## src/rtl/lsmrb_pkg.sv

```systemverilog
// Shared constants, types and the arctangent table of the laser scan binner.
`default_nettype none
package lsmrb_pkg;
	// Angular bins; must be a power of two
	localparam int BINS = 1024;
	localparam int BIN_BITS = $clog2(BINS);
	// Output coordinate width
	localparam int COORD_BITS = 16;
	// Stored squared distance
	localparam int DIST_BITS = 24;
	// CORDIC datapath widths and step count
	localparam int CW = 36;
	localparam int ZW = 34;
	localparam int STEPS = 30;
	localparam int STEP_BITS = $clog2(STEPS);
	// CORDIC gain compensation, Q30
	localparam logic [29:0] GAIN_Q30 = 30'd652032874;

	// Configuration register indexes
	localparam logic [1:0] REG_SENSOR_X = 2'd0;
	localparam logic [1:0] REG_SENSOR_Y = 2'd1;
	localparam logic [1:0] REG_SENSOR_RANGE = 2'd2;

	// Command codes
	localparam logic [1:0] OP_CLEAR = 2'd0;
	localparam logic [1:0] OP_INSERT = 2'd1;
	localparam logic [1:0] OP_READ = 2'd2;
	// spare code, ignored by the block
	localparam logic [1:0] OP_UNUSED = 2'd3;

	typedef struct packed {
		logic go;
		logic rot;
	} cordic_cmd_t;

	// Arctangent of 2^-i in binary angle units (2^32 per turn)
	function automatic logic [31:0] atan_at(input logic [STEP_BITS-1:0] i);
		logic [31:0] a;
		case (i)
			5'd0: a = 32'd536870912;
			5'd1: a = 32'd316933406;
			5'd2: a = 32'd167458907;
			5'd3: a = 32'd85004756;
			5'd4: a = 32'd42667331;
			5'd5: a = 32'd21354465;
			5'd6: a = 32'd10680350;
			5'd7: a = 32'd5340245;
			5'd8: a = 32'd2670163;
			5'd9: a = 32'd1335087;
			5'd10: a = 32'd667544;
			5'd11: a = 32'd333772;
			5'd12: a = 32'd166886;
			5'd13: a = 32'd83443;
			5'd14: a = 32'd41722;
			5'd15: a = 32'd20861;
			5'd16: a = 32'd10430;
			5'd17: a = 32'd5215;
			5'd18: a = 32'd2608;
			5'd19: a = 32'd1304;
			5'd20: a = 32'd652;
			5'd21: a = 32'd326;
			5'd22: a = 32'd163;
			5'd23: a = 32'd81;
			5'd24: a = 32'd41;
			5'd25: a = 32'd20;
			5'd26: a = 32'd10;
			5'd27: a = 32'd5;
			5'd28: a = 32'd3;
			5'd29: a = 32'd1;
			default: a = 32'd0;
		endcase
		return a;
	endfunction
endpackage
`default_nettype wire

```

## src/rtl/lsmrb_cordic.sv

```systemverilog
// Iterative CORDIC, one micro-rotation per cycle, vectoring or rotation mode.
`default_nettype none
module lsmrb_cordic (
	input  wire logic                           clk,
	input  wire logic                           arst_n,
	input  wire lsmrb_pkg::cordic_cmd_t         cmd,
	input  wire logic signed [lsmrb_pkg::CW-1:0] x_in,
	input  wire logic signed [lsmrb_pkg::CW-1:0] y_in,
	input  wire logic signed [lsmrb_pkg::ZW-1:0] z_in,
	output logic                                done,
	output logic signed [lsmrb_pkg::CW-1:0]      x_out,
	output logic signed [lsmrb_pkg::CW-1:0]      y_out,
	output logic signed [lsmrb_pkg::ZW-1:0]      z_out
);
	localparam logic signed [lsmrb_pkg::ZW-1:0] QTR = lsmrb_pkg::ZW'(64'sd1073741824);
	localparam logic signed [lsmrb_pkg::ZW-1:0] HALF = lsmrb_pkg::ZW'(64'sd2147483648);

	logic signed [lsmrb_pkg::CW-1:0] x_q, y_q;
	logic signed [lsmrb_pkg::ZW-1:0] z_q;
	logic [lsmrb_pkg::STEP_BITS-1:0] step_q;
	logic run_q, rot_q, done_q;
	logic ccw;
	logic signed [lsmrb_pkg::CW-1:0] xs, ys;
	logic signed [lsmrb_pkg::ZW-1:0] a;

	// direction of the current micro-rotation
	assign ccw = rot_q ? (z_q >= 0) : (y_q <= 0);
	assign xs = x_q >>> step_q;
	assign ys = y_q >>> step_q;
	assign a = lsmrb_pkg::ZW'({2'b00, lsmrb_pkg::atan_at(step_q)});

	// control
	always_ff @(posedge clk or negedge arst_n) begin
		if (!arst_n) begin
			run_q <= 1'b0;
			done_q <= 1'b0;
			step_q <= '0;
			rot_q <= 1'b0;
		end else begin
			done_q <= 1'b0;
			if (cmd.go) begin
				run_q <= 1'b1;
				step_q <= '0;
				rot_q <= cmd.rot;
			end else if (run_q) begin
				step_q <= step_q + 1'b1;
				if (step_q == lsmrb_pkg::STEP_BITS'(lsmrb_pkg::STEPS - 1)) begin
					run_q <= 1'b0;
					done_q <= 1'b1;
				end
			end
		end
	end

	// datapath: quadrant fold on start, then micro-rotations
	always_ff @(posedge clk) begin
		if (cmd.go) begin
			if (!cmd.rot) begin
				if (x_in < 0) begin
					x_q <= -x_in;
					y_q <= -y_in;
					z_q <= HALF;
				end else begin
					x_q <= x_in;
					y_q <= y_in;
					z_q <= '0;
				end
			end else begin
				y_q <= y_in;
				if (z_in > QTR) begin
					x_q <= -x_in;
					z_q <= z_in - HALF;
				end else if (z_in < -QTR) begin
					x_q <= -x_in;
					z_q <= z_in + HALF;
				end else begin
					x_q <= x_in;
					z_q <= z_in;
				end
			end
		end else if (run_q) begin
			if (ccw) begin
				x_q <= x_q - ys;
				y_q <= y_q + xs;
				z_q <= z_q - a;
			end else begin
				x_q <= x_q + ys;
				y_q <= y_q - xs;
				z_q <= z_q + a;
			end
		end
	end

	assign done = done_q;
	assign x_out = x_q;
	assign y_out = y_q;
	assign z_out = z_q;

	// assertions
	a_no_go_while_run: assert property (@(posedge clk) disable iff (!arst_n)
		cmd.go |-> !run_q) else $error("cordic started while running");
	a_done_after_run: assert property (@(posedge clk) disable iff (!arst_n)
		done_q |-> $past(run_q)) else $error("done without run");
	a_done_ends_run: assert property (@(posedge clk) disable iff (!arst_n)
		done_q |-> !run_q) else $error("run still set at done");
endmodule
`default_nettype wire

```

## config.mk

```make
export PLATFORM = sky130hd
export DESIGN_NAME = lsmrb_cordic
export DESIGN_NICKNAME = d
export VERILOG_FILES = /design/src/rtl/lsmrb_pkg.sv /design/src/rtl/lsmrb_cordic.sv
export SDC_FILE = /design/constraint.sdc
export NUM_CORES = 1
export LEC_CHECK = 0
export BUFFER_PORTS_ARGS = -buffer_cell sky130_fd_sc_hd__buf_2
export CAP_MARGIN = 0
export CORE_AREA = 4 4 166 249
export CTS_CLUSTER_SIZE = 25
export DETAILED_ROUTE_END_ITERATION = 10
export DIE_AREA = 0 0 170 253
export HOLD_SLACK_MARGIN = 0.1
export PLACE_DENSITY = 0.69
export SYNTH_ARGS = -nofsm -noshare
export SYNTH_HDL_FRONTEND = slang
export SYNTH_SLANG_ARGS = --single-unit
```

## constraint.sdc

```tcl
create_clock -name clk -period 11.45 [get_ports clk]
set_input_delay 2.29 -clock clk [delete_from_list [all_inputs] [get_ports clk]]
set_output_delay 2.29 -clock clk [all_outputs]
set_load 0.1 [all_outputs]
```

; ---- Yosys cells after proc, flatten, opt, wreduce, memory -nomap -nowiden
; Memories as Yosys holds them, arrays and structs flattened.
; Index checks and enable logic that the tools add are counted.
[word_totals]
reg_bits = 114
rom_bits = 960
in_bits = 110
output_inout_bits = 107
elab_cells = 56
n_memories = 1
[op_classes]
n_addsub = 11
magnitude_cmp = 5
eq_ne = 1
shift = 2
n_mux = 28
n_reduce_logical = 1
[mem_list]
columns = name, words, width, rd, rd_ports_with_merged_regs, write_ports, line_no
row1 = (no name shown), 32, 30, 1, 0, 0, lsmrb_pkg.sv:39  ; case (i)
[op_table]
columns = op, n
row1 = 2-to-1 mux 36 bit, 12
row2 = 2-to-1 mux 34 bit, 6
row3 = adder 36 bit, 2
row4 = negation 36 bit, 2
row5 = >>> shifter 36 x 5 -> 36 bit, 2
row6 = subtractor 36 bit, 2
row7 = "less-or-equal comparator 36 x 1 -> 1 bit, second input constant", 1
row8 = "< comparator 36 x 1 -> 1 bit, second input constant", 1
row9 = adder 34 x 33 -> 34 bit, 1
row10 = "adder 34 x 33 -> 34 bit, second input constant", 1
row11 = ">= comparator 34 x 1 -> 1 bit, second input constant", 1
row12 = "greater-than comparator 34 x 32 -> 1 bit, second input constant", 1
row13 = "< comparator 34 x 31 -> 1 bit, second input constant", 1
row14 = subtractor 34 x 33 -> 34 bit, 1
row15 = "subtractor 34 x 33 -> 34 bit, second input constant", 1
row16 = 2-to-1 mux 32 bit, 1
row17 = 2-to-1 mux 5 bit, 2
row18 = 2-to-1 mux 1 bit, 7
row19 = "adder 5 x 1 -> 5 bit, second input constant", 1
row20 = "== test 5 bit, second input constant", 1
row21 = nonzero test 2 bit, 1

; ---- Longest topological paths before layout
; Gate-level depths: netlist (run 1).
[logic_depth]
word_depth = 5
ltp_mapped = 31
mapped_depth_nobuf = 24

; ---- Worst setup path before layout (run 1)
; OpenSTA, ideal clock, no wires.
[synth_timing]
path_kind = register to register
startpoint = reg step_q[0] (netlist name)
endpoint = reg x_q (netlist bit x_out[35]), data pin
setup_time_ns = 0.268
arrival_time_ns = 6.136
required_ns = 11.182
setup_slack_ns = 5.046
path_stages_with_launch = 28
n_path_buf = 5
period_less_slack_ns = 6.404
path_cell_list = dfrtp_1 buf_6 buf_4 buf_6 buf_4 mux4_2 a22oi_1 nor2_1 a2111oi_0 ha_1 inv_1 a2111oi_1 and3_1 nand2_1 o21ai_0 xnor2_1 ha_1 clkbuf_1 nand4_1 or4b_2 a211oi_1 o21bai_1 nand2_1 o21ai_0 o21a_1 o21ai_0 xnor2_1 mux2i_1
[synth_between]
elab_chain_cells = 5
elab_cells_between_ends = 6
classes_between = add/sub: 2 / shift: 1 / mux: 3
[synth_rtl]
columns = item, line_no
row1 = "start, declared", lsmrb_cordic.sv:20  ; logic [lsmrb_pkg::STEP_BITS-1:0] step_q;
row2 = "start signal, assigned", lsmrb_cordic.sv:46  ; step_q <= step_q + 1'b1;
row3 = >>> shifter 36 x 5 -> 36 bit (*), lsmrb_cordic.sv:29  ; assign ys = y_q >>> step_q;
row4 = adder 36 bit / subtractor 36 bit (equally long branches), "lsmrb_cordic.sv:87, lsmrb_cordic.sv:83"
row5 = 2-to-1 mux 36 bit (*), lsmrb_cordic.sv:82  ; if (ccw) begin
row6 = 2-to-1 mux 36 bit (*), lsmrb_cordic.sv:81  ; end else if (run_q) begin
row7 = 2-to-1 mux 36 bit (*), lsmrb_cordic.sv:57  ; if (cmd.go) begin
row8 = "end signal, assigned", lsmrb_cordic.sv:60  ; x_q <= -x_in;
row9 = "end signal, assigned", lsmrb_cordic.sv:83  ; x_q <= x_q - ys;
row10 = "end signal, assigned", lsmrb_cordic.sv:87  ; x_q <= x_q + ys;
row11 = "end, declared", lsmrb_cordic.sv:18  ; logic signed [lsmrb_pkg::CW-1:0] x_q, y_q;
; Mark *: on every way between the ends. The rest lies on a longest branch, timed or not. The select of a mux whose other input is x is not followed.
; A chain may end at the register's enable or synchronous reset.

; ---- Worst setup path after layout (run 1)
[layout_timing]
startpoint = reg step_q[1] (netlist name)
endpoint = reg x_q (netlist bit x_out[35]), data pin
; Same word-level chain as after synthesis.

==> qor.txt, run 1 <==
Post-route setup TNS: 0 ns
Initial core utilization: 49.56%
Worst Hold End: rot_q$_DFFE_PN0P_
Synth top area cells: edfxtp_1, mux4_2, ha_1
Drt total wl: 78,880 um
Synth Register Bits: 114
Routed len/inst: 26.27 um
Post-Syn Area per Cell: 8.218 um2
Mapped Area: 0.01937 mm2
Die width: 170 um
Skew final: 0.01276 ns
Crit Path Category: flip-flop to flip-flop
Routed vias/inst: 6.744
Synthesized netlist cell count: 2,357
Req. time, crit path: 11.64 ns
Post-CTS resize count: 0
GRT Overall Usage: 35.34%
GPL Wtd Cong: 1.044
Input/output buffers: 216
RSZ-0062 raised after global routing: false
Worst slew pin tran: 1.523 ns
Share of the synthesized area in the top cell type: 16.43%
Row Count: 89
Hold Crit Class: flip-flop to flip-flop
Filler cells: 3,693
Yosys warnings: 0
Cell with the most instances after synthesis: nand2_1
Reg-to-reg endpoint: x_out[35]$_DFFE_PP_
Core area: 0.03909 mm2
Reg clk slew, reported paths: 0.07 ns
Pin count of the biggest net entering global routing: 95
FF+latch area: 0.003397 mm2
Worst R2R Start: step_q[1]$_DFFE_PN0P_
PnR worst setup slack: 3.479 ns
Outcome: complete, but fails checks
# Max-Cap Violations: 1
Hold buffers post-CTS: 0
Area leader, netlist: edfxtp_1
Vias post-DR: 20,250
HP Start: rot_q$_DFFE_PN0P_
Final setup violation count: 0
Worst-path fanout max: 45
Area grow syn2layout: 9.747%
Share of cells above drive strength 1: 17.70%
Die area: 0.04301 mm2
Worst hold path stage count: 1
Initial antenna violation count: 2
Nature of the critical path startpoint: flip-flop
Max Freq: 125.4 MHz
Number of global-route vias before repair: 19,750
CP Cell Sequence: buf_4 -> mux4_2 -> a22oi_1 -> nor2_1 -> a2111oi_0 -> ha_1 -> inv_1 -> a2111oi_1 -> nand4_1 -> nor4_2 -> a21oi_1 -> xor2_1 -> ha_1 -> nand4_1 -> or4b_2 -> a211oi_1 -> o21bai_1 -> nand2_1 -> o21ai_0 -> o21a_1 -> o21ai_0 -> xnor2_1 -> mux2i_1
Primary FF master, synth: edfxtp_1
Util after Layout: 54.39%
Post-Place Cells: 2,971
First-pass GRT wire length: 116,900 um
CTS tree: built
Final Hold Viols: 0
Critical Path Sink Type: flip-flop
Area of the multi-input gates: 0.01510 mm2
Drt first pass iters: 6
Asr flop ratio synth: 7.018%
Congestion Overflow GR: 0
Drt drc: 0
Cts bufs inserted: 17
First DRT Iteration DRCs: 2,029
Post-CTS setup buffer count: 0
Clk_lat worst skew: 0.46 ns
Number of flops mapped to enable cells by yosys: 106
Die Span Y: 253 um
Final Critical Period: 7.971 ns
Slew headroom: -2.582%
Remaining antenna violation count after routing: 0
Max-slew violations: 3
Final Instance Count excl. Fillers: 3,003
R2R depth: 23
Violated checks: capacitance limit, slew limit
Seq/Total Area, Yosys: 17.47%
H-tree levels: 4
Delay of the slowest critical-path stage: 0.80 ns
Yosys cell types: 95
Critical path's slowest cell: a2111oi_0
Clock Sinks: 114
Syn_nets: 2,591
Root buf cell: clkbuf_16
Final period utilization: 69.62%
Critical path buffer and inverter count: 2
Max clock buf depth: 2
Place WS: 3.609 ns
Largest delay share family, worst path: compound AO/OA/AOI/OAI gates
Arr. time, crit path: 8.16 ns
IO Count: 217
Fin nets: 2,724
Synth cell count leaders: nand2_1, nor2_1, a21oi_1
Dpl hpwl: 60,770 um
Reg2reg setup slack: 3.48 ns
Ant. Diodes: 0
metal layers:
metal | wire length [um] | track usage [%] | vias up | share of wire [%]
met2 | 38010 | 60.28 | 1137 | 48
met4 | 7190 | 26.76 | 2 | 9.1
li1 | - | - | 9169 | -
met3 | 5808 | 5.857 | 336 | 7.4
met5 | 17 | 0 | - | 0.022
met1 | 27860 | 39.05 | 9609 | 35
worst reg2reg max path, cell delays in order, from the launching register on:
cell and delay [ns]:
dfrtp_4 0.77, buf_4 0.62, mux4_2 0.47, a22oi_1 0.20, nor2_1 0.07, a2111oi_0 0.80
ha_1 0.27, inv_1 0.05, a2111oi_1 0.57, nand4_1 0.20, nor4_2 0.43, a21oi_1 0.15
xor2_1 0.17, ha_1 0.41, nand4_1 0.20, or4b_2 0.65, a211oi_1 0.51, o21bai_1 0.19
nand2_1 0.12, o21ai_0 0.15, o21a_1 0.24, o21ai_0 0.22, xnor2_1 0.15, mux2i_1 0.10
placed cells by master (no fill, tap or decap), drive strengths merged, types with 52 or more instances in the layout:
| cell type | instances |
|---|---|
| a21o | 58 |
| a21oi | 206 |
| buf | 245 |
| edfxtp | 106 |
| ha | 121 |
| inv | 69 |
| mux4 | 89 |
| nand2 | 224 |
| nor2 | 214 |
| nor3 | 52 |
| o21ai | 177 |
| xnor2 | 140 |
| xor2 | 106 |
sequential cells by signal, indices dropped and copies added (netlist names):
register and count:
y_out 36, rot_q 1, run_q 1, step_q 5
x_out 36, done 1, z_out 34
worst max path at each step:
| stage | endpoint | from | slack, ns | cells after the start |
|---|---|---|---|---|
| floorplan | x_out[35]$_DFFE_PP_ | step_q[0]$_DFFE_PN0P_ | 5.05 | 27 |
| global route | x_out[29]$_DFFE_PP_ | step_q[1]$_DFFE_PN0P_ | 2.78 | 23 |
| detailed placement | x_out[35]$_DFFE_PP_ | step_q[1]$_DFFE_PN0P_ | 3.61 | 23 |
| CTS | x_out[35]$_DFFE_PP_ | step_q[1]$_DFFE_PN0P_ | 3.56 | 23 |
| global placement | x_out[35]$_DFFE_PP_ | step_q[1]$_DFFE_PN0P_ | 3.73 | 23 |
| finish | x_out[35]$_DFFE_PP_ | step_q[1]$_DFFE_PN0P_ | 3.48 | 23 |
cells by family (layout without fill, tap and decap cells):
logic type / after synthesis / after routing / share of synthesized area [%]
and+or+nand+nor: 748 / 748 / 18.74
xor gates and xnor gates: 246 / 246 / 11.12
buffers and inverters: 197 / 343 / 4.677
adders and majority gates: 124 / 124 / 8.126
DFF: 114 / 114 / 17.47
muxes: 177 / 177 / 15.21
AOI/OAI and AO/OA: 751 / 751 / 24.66
per-stage QoR:
stage | area, um2 | hold slack, ns
final | 21260 | 0.5955
after global routing | 21260 | 0.6256
after CTS | 21260 | 0.6011
after detailed placement | 20670 | 0.5830
after global placement | 20670 | 0.5690
after floorplan | 19370 | 0.4980
layout make-up:
type / instances / share of cell area, %
clock buffer: 17 / 2.001
clock inverter: 15 / 0.7416
inverter: 66 / 1.165
multi-input combinational: 2046 / 71.05
sequential: 114 / 15.98
tap: 500 / 2.943
timing repair buffer: 245 / 6.121
Power of run 1 is not shown: default switching activity piles up to over one toggle a cycle in this logic, so the estimate is an artifact.
==> run 2, diff against run 1 <==
- ABC_AREA: unset -> 1
- CORE_AREA: 4 4 166 249 -> 4 4 172 258
- DIE_AREA: 0 0 170 253 -> 0 0 176 262
- PLACE_DENSITY: 0.69 -> 0.72
- clock period: 11.45 -> 6.8 ns (I/O delays scaled with it)
==> qor.txt, run 2 <==
Primary FF master, synth: edfxtp_1
Cell with the most instances after synthesis: nand2_1
Most common cell after layout, fill and taps aside: nand2_1
Worst slew pin tran: 1.014 ns (-0.5084 ns)
Synth top area cells: nand2_1, edfxtp_1, nand3_1
Cell mode on critical path: nand3_1
First-pass GRT wire length: 124,800 um (+6.8%)
Share of the synthesized area in the top cell type: 18.85% (+2.4 points)
Initial core utilization: 49.89% (+0.34 points)
Arr. time, crit path: 6.15 ns (-2.01 ns)
Remaining antenna violation count after routing: 0 (unchanged)
Largest family of logic cells by synthesized area: simple AND/OR/NAND/NOR gates
Synthesized netlist cell count: 3,579 (+52%)
Post-Syn Area per Cell: 5.841 um2 (-29%)
Pin count of the biggest net entering global routing: 80 (-16%)
Slew headroom: 32.31% (+35 points)
Final Hold Viols: 0 (unchanged)
Hold slack: 0.6006 ns (+0.005115 ns)
Mapped Area: 0.02091 mm2 (+7.9%)
GPL Wtd Cong: 1.074 (+2.9%)
Post-CTS resize count: 0 (unchanged)
CTS tree: built
Dpl hpwl: 64,930 um (+6.9%)
Routed vias/inst: 5.901 (-13%)
Crit Path Category: flip-flop to flip-flop
Critical path's slowest cell: nor4_1
Syn_nets: 3,813 (+47%)
IO Count: 217 (unchanged)
Vias post-DR: 25,240 (+25%)
Final Instance Count excl. Fillers: 4,278 (+42%)
Clk_lat worst skew: 0.47 ns (about the same)
Core area: 0.04190 mm2 (+7.2%)
Area leader, netlist: nand2_1
Root buf cell: clkbuf_16
Largest delay share family, worst path: simple AND/OR/NAND/NOR gates
Asr flop ratio synth: 7.018% (unchanged)
Seq/Total Area, Yosys: 16.18% (-1.3 points)
Hold Crit Class: flip-flop to flip-flop
Synth cell count leaders: nand2_1, nand3_1, inv_1
Max clock buf depth: 2 (unchanged)
Max-slew violations: 0 (-3)
# Max-Cap Violations: 0 (-1)
Critical path buffer and inverter count: 4 (+2)
Share of cells above drive strength 1: 10.53% (-7.2 points)
Row Count: 92 (+3.4%)
Nature of the critical path startpoint: flip-flop
Final instance area: 0.02280 mm2 (+7.2%)
Final Critical Period: 5.858 ns (-2.113 ns)
Post-synthesis mux area share: 0% (-15 points)
Yosys cell types: 61 (-36%)
Cts bufs inserted: 17 (unchanged)
Hold buffers post-CTS: 0 (unchanged)
Max Freq: 170.7 MHz (+36%)
Critical Path Sink Type: flip-flop
Die Span Y: 262 um (+3.6%)
Xor-xnor portion of the synthesized cell area: 6.536% (-4.6 points)
GRT Overall Usage: 34.06% (-1.3 points)
Die area: 0.04611 mm2 (+7.2%)
Yosys warnings: 0 (unchanged)
Congestion Overflow GR: 0 (unchanged)
Adder-Cell Fraction of Synth Area: 7.529% (-0.60 points)
Drt first pass iters: 6 (unchanged)
Area grow syn2layout: 9.055%
Initial antenna violation count: 1 (-1)
Worst-path fanout max: 31 (-31%)
Synth Area in Simple Gates: 42.22% (+23 points)
Placed cell area: 0.02222 mm2 (+7.5%)
Input/output buffers: 216 (unchanged)
Number of global-route vias before repair: 23,570 (+19%)
Post-CTS setup buffer count: 0 (unchanged)
Outcome: finished, final reports clean
Synth Area in Compound Gates: 17.36% (-7.3 points)
Filler cells: 4,571 (+24%)
Req. time, crit path: 7.09 ns (-4.55 ns)
First DRT Iteration DRCs: 2,343 (+15%)
Post-route setup TNS: 0 ns (unchanged)
Delay of the slowest critical-path stage: 0.60 ns (-0.20 ns)
RSZ-0062 raised after global routing: false
Number of flops mapped to enable cells by yosys: 106 (unchanged)
H-tree levels: 4 (unchanged)
Routed len/inst: 19.18 um (-27%)
Final setup violation count: 0 (unchanged)
Drt drc: 0 (unchanged)
Synth Register Bits: 114 (unchanged)
Final period utilization: 86.15% (+17 points)
Clock Sinks: 114 (unchanged)
Skew final: 0.01594 ns (+0.003187 ns)
Drt total wl: 82,060 um (+4.0%)
Leading cell types in the layout, fill and taps excluded: nand2_1, nand3_1, inv_1, nor2_1, a21oi_1
Die width: 176 um (+3.5%)
Fin nets: 3,934 (+44%)
Reg clk slew, reported paths: 0.06 ns (about the same)
Post-Place Cells: 4,245 (+43%)
run 2: cell families after synthesis:
kind of cell,count (synthesis)
fa+ha+maj,124
buf+inv,518
simple gates,2032
flops,114
compound gates,635
xor+xnor,156
run 2: final cells by class:
cell class	count	area, um2	share of cell area [%]
multi-input cells	2947	15420	67.64
clock inverters	15	146.4	0.6421
clock buffers	17	425.4	1.866
well taps	564	705.7	3.095
flip-flops and latches	114	3387	14.86
repair buffers	241	1284	5.631
inverters	379	1426	6.257
diodes	1	2.502	0.01098
run 2: final timing paths:
| check | slack, ns | startpoint | cells past startpoint | end |
|---|---|---|---|---|
| worst max-delay path | 0.94 | step_q[1]$_DFFE_PN0P_ | 27 | x_out[34]$_DFFE_PP_ |
| worst min-delay path | 0.60 | rot_q$_DFFE_PN0P_ | 2 | rot_q$_DFFE_PN0P_ |
| worst max register to register | 0.94 | step_q[1]$_DFFE_PN0P_ | 27 | x_out[34]$_DFFE_PP_ |
| worst min register to register | 0.60 | rot_q$_DFFE_PN0P_ | 2 | rot_q$_DFFE_PN0P_ |
| max in group asynchronous | 5.87 | arst_n | 1 | step_q[0]$_DFFE_PN0P_ |
| min in group asynchronous | 0.74 | arst_n | 1 | step_q[3]$_DFFE_PN0P_ |
run 2: worst register-to-register path: cells and delay by family (launching register included):
family / cells / cell delay, ns
flip-flops: 1 / 0.40
adder cells (fa/ha/maj): 2 / 0.60
AO/OA/AOI/OAI: 1 / 0.17
AND/OR/NAND/NOR: 18 / 3.22
buffers and inverters: 4 / 0.94
XOR/XNOR: 2 / 0.35
run 2: layer usage:
| layer | up-vias | wire length, um | part of all wire, % | GRT usage (%) |
|---|---|---|---|---|
| met3 | 333 | 5305 | 6.5 | 5.065 |
| met4 | 0 | 6681 | 8.1 | 24.27 |
| met2 | 1133 | 39380 | 48 | 59.07 |
| li1 | 12260 | - | - | - |
| met1 | 11510 | 30690 | 37 | 38.12 |
| met5 | - | 0 | 0 | 0 |
run 2: metrics by stage:
step	setup WS, ns	utilization (%)
after global routing	0.6096	54.40
after detailed placement	1.196	53.04
after CTS	1.145	54.40
after floorplan	1.920	-
final	0.9416	54.41
after global placement	1.201	53.04
Power of run 2 is left out for the same reason.
